==> src/rtl/lifo_store_with_match_update_core_macros.svh <==
// assertion macros for the lifo store with match update core
// no dependencies; included by the top level only
`ifndef LIFO_STORE_WITH_MATCH_UPDATE_CORE_MACROS_SVH
`define LIFO_STORE_WITH_MATCH_UPDATE_CORE_MACROS_SVH

// same-cycle implication, disabled during reset
`define LSWM_ASSERT_NOW(lbl, clk, rst_n, ante, cons) \
    lbl: assert property (@(posedge clk) disable iff (!rst_n) (ante) |-> (cons)) \
        else $error("lswm check failed");

// next-cycle implication, disabled during reset
`define LSWM_ASSERT_NEXT(lbl, clk, rst_n, ante, cons) \
    lbl: assert property (@(posedge clk) disable iff (!rst_n) (ante) |=> (cons)) \
        else $error("lswm check failed");

`endif

==> src/rtl/lswm_pkg.sv <==
// shared types, constants and helpers for the lifo store with match update core
// no dependencies
package lswm_pkg;

    localparam int STORE_DEPTH = 16;
    localparam int CNT_W       = $clog2(STORE_DEPTH + 1);
    localparam int WORD_W      = 32;

    // request codes
    localparam logic [1:0] REQ_PUSH   = 2'd0;
    localparam logic [1:0] REQ_POP    = 2'd1;
    localparam logic [1:0] REQ_UPDATE = 2'd2;
    localparam logic [1:0] REQ_CLEAR  = 2'd3;

    // status codes
    localparam logic [1:0] ST_DONE      = 2'd0;
    localparam logic [1:0] ST_NOT_FOUND = 2'd1;
    localparam logic [1:0] ST_FULL      = 2'd2;
    localparam logic [1:0] ST_EMPTY     = 2'd3;

    typedef struct packed {
        logic        [1:0]        req_type;
        logic signed [WORD_W-1:0] word_value;
        logic signed [WORD_W-1:0] match_value;
    } t_in_req;

    typedef struct packed {
        logic [1:0] status;
        logic [4:0] entry_count;
    } t_out_res;

    // broadcast to every cell of the chain
    typedef struct packed {
        logic                     push;
        logic                     pop;
        logic                     upd;
        logic signed [WORD_W-1:0] word_value;
        logic signed [WORD_W-1:0] match_value;
    } t_cell_ctl;

    // low five bits of the fill count, zero-extended when the count is narrower
    function automatic logic [4:0] count_field(input logic [CNT_W-1:0] c);
        logic [CNT_W+4:0] wide;
        wide = {5'b0, c};
        return wide[4:0];
    endfunction

endpackage

==> src/rtl/lswm_cell.sv <==
// one storage cell of the stack chain: holds a word, shifts with its neighbors
// depends on lswm_pkg
module lswm_cell import lswm_pkg::*; (
    input  logic                     i_clk,
    input  t_cell_ctl                i_ctl,
    input  logic                     i_occupied,
    input  logic                     i_hit_above,
    input  logic signed [WORD_W-1:0] i_word_prev,
    input  logic signed [WORD_W-1:0] i_word_next,
    output logic signed [WORD_W-1:0] o_word,
    output logic                     o_hit
);

    logic signed [WORD_W-1:0] r_word;
    logic signed [WORD_W-1:0] n_word;
    logic                     w_match;

    assign w_match = i_occupied && (r_word == i_ctl.match_value);
    assign o_hit   = i_hit_above || w_match;
    assign o_word  = r_word;

    always_comb begin
        n_word = r_word;
        if (i_ctl.push) begin
            n_word = i_word_prev;
        end else if (i_ctl.pop) begin
            n_word = i_word_next;
        end else if (i_ctl.upd && w_match && !i_hit_above) begin
            // topmost matching word only
            n_word = i_ctl.word_value;
        end
    end

    always_ff @(posedge i_clk) begin
        r_word <= n_word;
    end

endmodule

==> src/rtl/lifo_store_with_match_update_core.sv <==
// top level of the lifo store with match update core: request handling,
// fill count and result register around a chain of lswm_cell storage cells
// depends on lswm_pkg, lswm_cell and the assertion macro header
//
// usage
//   input channel: i_in_valid / o_in_stall carry one request (push, pop top,
//   update first match, clear all); a request is taken on a rising edge with
//   valid high and stall low
//   output channel: o_out_valid / i_out_stall carry one result per request:
//   status and the word count after the request
//   result: registered, shown in the cycle after the request is taken
//   throughput: one request per cycle while o_in_stall is low; every request
//   finishes in the cycle it is taken, since each cell compares its own word and
//   the topmost hit rides down the chain in the same cycle
//   stall: while a result waits under i_out_stall, o_in_stall is raised, and
//   a new request is taken in the same cycle that the waiting result leaves
//   reset (synchronous, active low): o_in_stall is held high, the store is
//   empty and no result is pending; stored words keep whatever they held and
//   are never read unfilled
`include "lifo_store_with_match_update_core_macros.svh"

module lifo_store_with_match_update_core import lswm_pkg::*; (
    input  logic     i_clk,
    input  logic     i_rst_n,
    input  logic     i_in_valid,
    output logic     o_in_stall,
    input  t_in_req  i_in_req,
    output logic     o_out_valid,
    input  logic     i_out_stall,
    output t_out_res o_out_res
);

    // fill count: cell 0 is the top of the stack
    logic [CNT_W-1:0] r_count;
    logic [CNT_W-1:0] n_count;

    // result register between the two channels
    logic     r_out_valid;
    t_out_res r_out;
    t_out_res n_out;

    logic      w_accept;
    logic      w_full;
    logic      w_empty;
    logic      w_found;
    logic      w_pop_on_empty;
    t_cell_ctl w_ctl;

    logic signed [WORD_W-1:0] w_word [STORE_DEPTH];
    logic                     w_hit  [STORE_DEPTH+1];

    // a new request may enter whenever the result slot is free or draining
    // nothing is taken while reset is low
    assign o_in_stall = !i_rst_n || (r_out_valid && i_out_stall);
    assign w_accept   = i_in_valid && !o_in_stall;

    assign w_full  = (r_count == CNT_W'(STORE_DEPTH));
    assign w_empty = (r_count == '0);

    // chain control, broadcast to all cells
    always_comb begin
        w_ctl.push        = w_accept && (i_in_req.req_type == REQ_PUSH) && !w_full;
        w_ctl.pop         = w_accept && (i_in_req.req_type == REQ_POP) && !w_empty;
        w_ctl.upd         = w_accept && (i_in_req.req_type == REQ_UPDATE);
        w_ctl.word_value  = i_in_req.word_value;
        w_ctl.match_value = i_in_req.match_value;
    end

    // no cell above the top can hit
    assign w_hit[0] = 1'b0;

    for (genvar gi = 0; gi < STORE_DEPTH; gi++) begin : g_cell
        logic signed [WORD_W-1:0] w_prev;
        logic signed [WORD_W-1:0] w_next;
        logic                     w_occ;

        // push feeds the new word into the top cell
        if (gi == 0) begin : g_top
            assign w_prev = i_in_req.word_value;
        end else begin : g_mid
            assign w_prev = w_word[gi-1];
        end

        // the bottom cell has nothing below it to pull up
        if (gi == STORE_DEPTH - 1) begin : g_bottom
            assign w_next = w_word[gi];
        end else begin : g_inner
            assign w_next = w_word[gi+1];
        end

        assign w_occ = (r_count > CNT_W'(gi));

        lswm_cell u_cell (
            .i_clk       (i_clk),
            .i_ctl       (w_ctl),
            .i_occupied  (w_occ),
            .i_hit_above (w_hit[gi]),
            .i_word_prev (w_prev),
            .i_word_next (w_next),
            .o_word      (w_word[gi]),
            .o_hit       (w_hit[gi+1])
        );
    end

    // any occupied cell matching the search value
    assign w_found = w_hit[STORE_DEPTH];

    // next count and the result of the request
    always_comb begin
        n_count      = r_count;
        n_out.status = ST_DONE;
        case (i_in_req.req_type)
            REQ_PUSH: begin
                if (w_full) begin
                    n_out.status = ST_FULL;
                end else begin
                    n_count = r_count + 1'b1;
                end
            end
            REQ_POP: begin
                if (w_empty) begin
                    n_out.status = ST_EMPTY;
                end else begin
                    n_count = r_count - 1'b1;
                end
            end
            REQ_UPDATE: begin
                if (!w_found) begin
                    n_out.status = ST_NOT_FOUND;
                end
            end
            REQ_CLEAR: begin
                n_count = '0;
            end
            default: begin
                n_count = r_count;
            end
        endcase
        n_out.entry_count = count_field(n_count);
    end

    always_ff @(posedge i_clk) begin
        if (!i_rst_n) begin
            r_count     <= '0;
            r_out_valid <= 1'b0;
        end else begin
            if (w_accept) begin
                r_count     <= n_count;
                r_out_valid <= 1'b1;
            end else if (!i_out_stall) begin
                r_out_valid <= 1'b0;
            end
        end
    end

    // result payload needs no reset
    always_ff @(posedge i_clk) begin
        if (w_accept) begin
            r_out <= n_out;
        end
    end

    assign o_out_valid = r_out_valid;
    assign o_out_res   = r_out;

    // pop request taken while the store is empty
    assign w_pop_on_empty = w_accept && (i_in_req.req_type == REQ_POP) && w_empty;

    // checks
    `LSWM_ASSERT_NOW(a_count_bound, i_clk, i_rst_n, 1'b1, r_count <= CNT_W'(STORE_DEPTH))
    `LSWM_ASSERT_NEXT(a_push_grows, i_clk, i_rst_n, w_ctl.push, r_count == $past(r_count) + 1'b1)
    `LSWM_ASSERT_NEXT(a_result_follows, i_clk, i_rst_n, w_accept, r_out_valid)
    `LSWM_ASSERT_NEXT(a_pop_empty, i_clk, i_rst_n, w_pop_on_empty, r_out.status == ST_EMPTY)

endmodule

==> config.mk <==
export PLATFORM = sky130hd
export DESIGN_NAME = lifo_store_with_match_update_core
export DESIGN_NICKNAME = d
export VERILOG_FILES = /design/src/rtl/lswm_pkg.sv /design/src/rtl/lswm_cell.sv /design/src/rtl/lifo_store_with_match_update_core.sv
export VERILOG_INCLUDE_DIRS = /design/src /design/src/rtl
export SDC_FILE = /design/constraint.sdc
export NUM_CORES = 2
export LEC_CHECK = 0
export BUFFER_PORTS_ARGS = -buffer_cell sky130_fd_sc_hd__buf_2
export CORE_ASPECT_RATIO = 1.1
export CORE_MARGIN = 3
export CORE_UTILIZATION = 50
export DETAILED_ROUTE_END_ITERATION = 8
export PLACE_DENSITY = 0.66
export SYNTH_ARGS = -nofsm -noshare
export SYNTH_HDL_FRONTEND = slang
export SYNTH_SLANG_ARGS = --single-unit
export TNS_END_PERCENT = 10
==> constraint.sdc <==
create_clock -name i_clk -period 5.9 [get_ports i_clk]
set_input_delay 1.18 -clock i_clk [delete_from_list [all_inputs] [get_ports i_clk]]
set_output_delay 1.18 -clock i_clk [all_outputs]
set_load 0.1 [all_outputs]
# Word-level counts from Yosys, hierarchy flattened
# Index checks and enable logic that the tools add are counted.
# totals
reg_bits	525
inputBits	70
output_inout_bits	9
elab_cells	225
# op_classes
add_sub_neg	2
magnitude_cmp	16
n_eq_ne	22
mux	57
n_reduce_logical	108
# op_table
op	n
$mux W32	48
$eq A32 B32 Y1	16
$logic_and A1 B1 Y1	54
$reduce_bool A3 Y1	15
$gt A5 B4 Y1 const B	8
$gt A5 B3 Y1 const B	4
$logic_not A1 Y1	19
$logic_or A1 B1 Y1	16
$pmux W5 S3	1
$gt A5 B1 Y1 const B	2
$gt A5 B2 Y1 const B	2
$mux W5	2
$pmux W2 S3	1
$add A5 B1 Y5 const B	1
$eq A5 B5 Y1 const B	1
$logic_not A5 Y1	1
$sub A5 B1 Y5 const B	1
$eq A2 B2 Y1 const B	2
$mux W2	2
$ne A2 B1 Y1 const B	2
$mux W1	3
$eq A2 B1 Y1 const B	1
$logic_not A2 Y1	1
$reduce_and A2 Y1	1
$reduce_bool A2 Y1	1

# Depth between registers and ports, before layout
# depth
depth_word	21
mapped_depth	11
ltp_nobuf	9

# Cells and area by module
# From an unflattened synthesis, not the netlist that was laid out.
# hier_totals
cells_unflattened	3200
hier_area_um2	33626.0
# by_module_without_submodules
module	instances	cells_each	area_each_um2	seq_area_each_um2
lswm_cell	16	192	2037.0	960.9
lifo_store_with_match_update_core	1	128	1034.7	330.3

# Worst setup path after synthesis
# OpenSTA, ideal clock, no wires.
# synth_path
kind	input -> register
from	input i_in_req[9] in the netlist's numbering
to	register g_cell[14].u_cell.r_word[0] (enable)
setup_time_ps	470
arrival_ps	5022
required_time_ps	5430
setup_slack_ps	408
path_stages	7
path_buffers	2
path_cell_list	buf_2 buf_2 xor2_1 nor4_1 nand3_1 or4_1 o31ai_1
# synth_between
elab_chain_len	18
word_cells_on_any_way	47
classes_between	15 x eq/ne; 32 x reduce/logical
# synth_rtl
item	line_no	rtl
start: declaration	lifo_store_with_match_update_core.sv:27	input t_in_req i_in_req,
$eq A32 B32 Y1	lswm_cell.sv:18	assign w_match = i_occupied && (r_word == i_ctl.match_value);
$logic_and A1 B1 Y1	lswm_cell.sv:18	
$logic_or A1 B1 Y1 (13 in a row)	lswm_cell.sv:19	assign o_hit = i_hit_above || w_match;
$logic_not A1 Y1	lswm_cell.sv:28	end else if (i_ctl.upd && w_match && !i_hit_above) begin
$logic_and A1 B1 Y1 (*)	lswm_cell.sv:28	
$reduce_bool A3 Y1 (no source line) (*)	-	
end signal: assignment	lswm_cell.sv:35	r_word <= n_word;
end: declaration	lswm_cell.sv:14	logic signed [WORD_W-1:0] r_word;
# Every way passes the cells marked *; elsewhere a longest branch is shown, timed or not.
# A chain may end at the register's enable or synchronous reset.

# Final worst setup path
# layout_path
from	input i_in_req[10] in the netlist's numbering
to	register g_cell[9].u_cell.r_word[14] (enable)
# layout_between
elab_chain_len	13
word_cells_on_any_way	32
classes_between	10 x eq/ne; 22 x reduce/logical
# layout_rtl
item	line_no
$eq A32 B32 Y1	lswm_cell.sv:18
$logic_and A1 B1 Y1	lswm_cell.sv:18
$logic_or A1 B1 Y1 (8 in a row)	lswm_cell.sv:19
$logic_not A1 Y1	lswm_cell.sv:28
$logic_and A1 B1 Y1 (*)	lswm_cell.sv:28
$reduce_bool A3 Y1 (no source line) (*)	-
end signal: assignment	lswm_cell.sv:35
end: declaration	lswm_cell.sv:14
# Marked as above.

==> qor.yml <==
synth:
  postSynthAreaPerCell_um2: 12.95
  synth_edf_count: 519
  netlist_top_cells_count: "sky130_fd_sc_hd__edfxtp_1 (519), sky130_fd_sc_hd__a221o_1 (434), sky130_fd_sc_hd__xnor2_1 (323)"
  synth.top_cells.by_area: "sky130_fd_sc_hd__edfxtp_1 (54%), sky130_fd_sc_hd__a221o_1 (15%), sky130_fd_sc_hd__xnor2_1 (9.8%)"
  synth_compound_area_share_pct: 16.86
  ys_types: 51
  yosysMostFrequentCell: "sky130_fd_sc_hd__edfxtp_1"
  synth_top_family_by_area: "compound AO/OA/AOI/OAI gates"
  synth_async_sr_flop_share_pct: 0
  ff_latch_count_synth: 525
  synthMuxAreaShare_pct: 1.250
  count_of_warnings_emitted_by_yosys: 0
  ys_seq_area_share_pct: 54.66
  synth_adder_area_share_pct: 0.2613
  synth.largest_area_cell: "sky130_fd_sc_hd__edfxtp_1"
  synthCells: 2219
  synth_xor_xnor_area_share_pct: 15.67
  synth_simple_gate_area_share_pct: 7.586
  synth_top_area_share_pct: 54.24
  syn-num-nets: 2295
  synth.cell_area_um2: 28730
  synth-main-ff-cell: "sky130_fd_sc_hd__edfxtp_1"
setup_path:
  critical_path_arrival_ps: 4980
  timing.critical_path.slowest_cell_delay_ps: 730
  r2r_start: "r_count[4]$_SDFFE_PN0P_"
  worst_setup_path_end_kind: "flip-flop"
  most_common_cell_type_on_the_critical_path: "sky130_fd_sc_hd__nand3_1"
  critical_path_buf_inv_count: 2
  cp_cell_sequence: "buf_2, xor2_1, nor4_1, nand3_1, or4_1, nand3_1, nor3_1, nand3_1, o21ai_4, buf_12"
  slowest_stage: "sky130_fd_sc_hd__o21ai_4"
  worst_setup_path_start_kind: "input port"
  timing.setup.critical_path_class: "in2reg"
  cp_max_fo: 21
  launch_point_of_the_worst_path: "i_in_req[10]"
  cp_data_required_time_ps: 6210
  cp_top_family: "simple AND/OR/NAND/NOR gates"
route:
  drt_drc_violations_left: 0
  ant_nets: 0
  wire_per_inst_um: 43.38
  via_count: 22380
  first_drt_iteration_drcs: 4522
  vias_per_cell: 7.465
  postRouteWirelength_mm: 130.0
  detailedRoute.firstPassIterationCount: 9
clock_network:
  tritoncts: "built"
  cts.path.max_buffers: 3
  cts_root_buf: "sky130_fd_sc_hd__clkbuf_16"
  number_of_gates_resized_after_cts: 0
  cts_max_level: 2
  cts.clk_slew.worst_paths_ps: 60
  post-cts-setup-buffer-count: 0
  tritoncts_num_sinks: 525
  hold_buffers: 0
  clock_latency_ps: 650
  cts_made_buffers: 56
flow_run:
  max_cap_violations: 0
global_route:
  globalRouteTotalUtil_pct: 42.47
  pin_count_of_the_biggest_net_entering_global_routing: 169
  antenna_found_initial: 13
  total_overflow_reported_by_the_global_router: 0
  number_of_global_route_vias_before_repair: 20420
  grt_first_pass_wirelength_mm: 175.3
die:
  die_area_um2: 60380
  die_height_um: 257.4
  start_util_pct: 50.88
  placeableCoreArea_um2: 56470
  die_x_um: 234.6
  io_pins: 79
  row_count: 91
finish:
  post_route_cells_drive_above_1_share_pct: 13.75
  final-seq-area_um2: 15710
  design.final.nets: 2277
  fin_util_pct: 56.26
  count_of_filler_cells_inserted_in_the_layout: 4708
  syn2layout_area_growth_pct: 10.58
  multi_input_comb_area_um2: 12160
sta:
  final_period_minus_worst_setup_slack_ps: 4666
  rsz0062_at_grt: "false"
  timing.max_slew.rel_slack_pct: 15.23
  fmaxAchievable_mhz: 214.3
  worstMarginPinSlew_ps: 1260
  fin_tns_setup_ps: 0
  layout_worst_path_cycle_share_pct: 79.09
  layout_setup_ws_ps: 1234
  setup-violations-final: 0
  hold_violations: 0
  fin_skew_ps: 31.54
  count_of_pins_over_their_slew_limit: 0
placed_design:
  place_ws_ps: 760.4
  place_hpwl_mm: 96.98
  gp_routability_congestion: 1.050
  number_of_buffers_added_on_ports: 78
outcome:
  status: "complete, no violations"
power:
  cellLeakagePower_uw: 0.01034
  power.density_nw_per_um2: 293.3
  vdd_ir_drop_max_mv: 0.2702
min_path:
  hold_path_class: "reg2reg"
  min_from: "o_out_valid$_SDFFE_PN0P_"
-- worst paths after layout --
path	endpoint	slack [ps]	cells after the start
setup / recovery	g_cell[9].u_cell.o_word[14]$_DFFE_PP_	1230	10
hold / removal	o_out_valid$_SDFFE_PN0P_	550	2
setup reg to reg	g_cell[9].u_cell.o_word[14]$_DFFE_PP_	1680	8
hold reg to reg	o_out_valid$_SDFFE_PN0P_	550	2
-- cells in the final DEF, fill, tap and decap left out, drive strengths merged, types with 2 or more instances in the layout --
cell,Yosys,routed
a2111oi,4,4
a211o,2,2
a211oi,3,3
a21o,4,4
a21oi,21,21
a221o,434,434
a22oi,2,2
and2,2,2
and3,2,2
buf,169,141
bufinv,0,10
clkbuf,48,70
clkinv,1,22
clkinvlp,0,2
dfxtp,6,6
diode,0,6
edfxtp,519,519
ha,6,6
inv,4,6
mux2,31,31
nand2,141,141
nand2b,7,7
nand3,20,20
nand3b,2,2
nand4,92,92
nor2,22,22
nor2b,34,34
nor3,16,16
nor4,52,52
o21ai,36,36
o22ai,3,3
o31ai,3,3
or3,2,2
or4,7,7
xnor2,323,323
xor2,191,191
-- cells by family (layout without fill, tap and decap cells) --
| family | count (synthesis) | count (layout) |
|---|---|---|
| compound gates | 517 | 517 |
| xor+xnor | 514 | 514 |
| fa+ha+maj | 6 | 6 |
| buf+inv | 222 | 251 |
| flops | 525 | 525 |
| mux | 32 | 32 |
| other cells | 0 | 6 |
| simple gates | 403 | 403 |
-- cell type report --
| cell class | count | area share [%] |
|---|---|---|
| well taps | 744 | 2.930 |
| flip-flops and latches | 525 | 49.43 |
| clock inverters | 35 | 1.426 |
| diodes | 6 | 0.04726 |
| clock buffers | 70 | 4.608 |
| repair buffers | 141 | 3.229 |
| inverters | 5 | 0.05907 |
| multi-input cells | 1472 | 38.27 |
-- worst min-delay path, stage by stage (launching register included) --
cell	delay (ps)
sky130_fd_sc_hd__dfxtp_1	320
sky130_fd_sc_hd__a21oi_1	130
sky130_fd_sc_hd__nor2b_1	50
-- report_power, final --
group	leakage, uW	internal, uW	switching, uW
clock network	0.000934	2200	1590
registers	0.00477	4240	106
logic	0.00463	382	806
total	0.0103	6820	2500
-- state kept, by name, summed over array words and instances, names as in the netlist --
name	flops
r_count	5
o_out_valid	1
o_out_res	7
g_cell.u_cell.o_word	512
-- per-stage QoR --
step	total power (uW)	instances	instance area, um2	hold WS, ps
after floorplan	5061	2219	28730	522.9
after global placement	5552	2887	29840	505.3
after detailed placement	5558	2887	29840	546.8
after CTS	9282	2992	31760	553.8
after global routing	9493	2992	31760	585.4
final	9320	2998	31770	553.7
-- metal layers --
| metal | share of wire (%) | up-vias | GRT usage (%) |
|---|---|---|---|
| met5 | 0.082 | - | 0 |
| met1 | 39 | 11320 | 59.59 |
| met2 | 43 | 1922 | 60.81 |
| met4 | 6.1 | 16 | 21.53 |
| met3 | 12 | 295 | 10.89 |
| li1 | - | 8826 | - |
No activity file was read; power rests on OpenSTA's default activity.
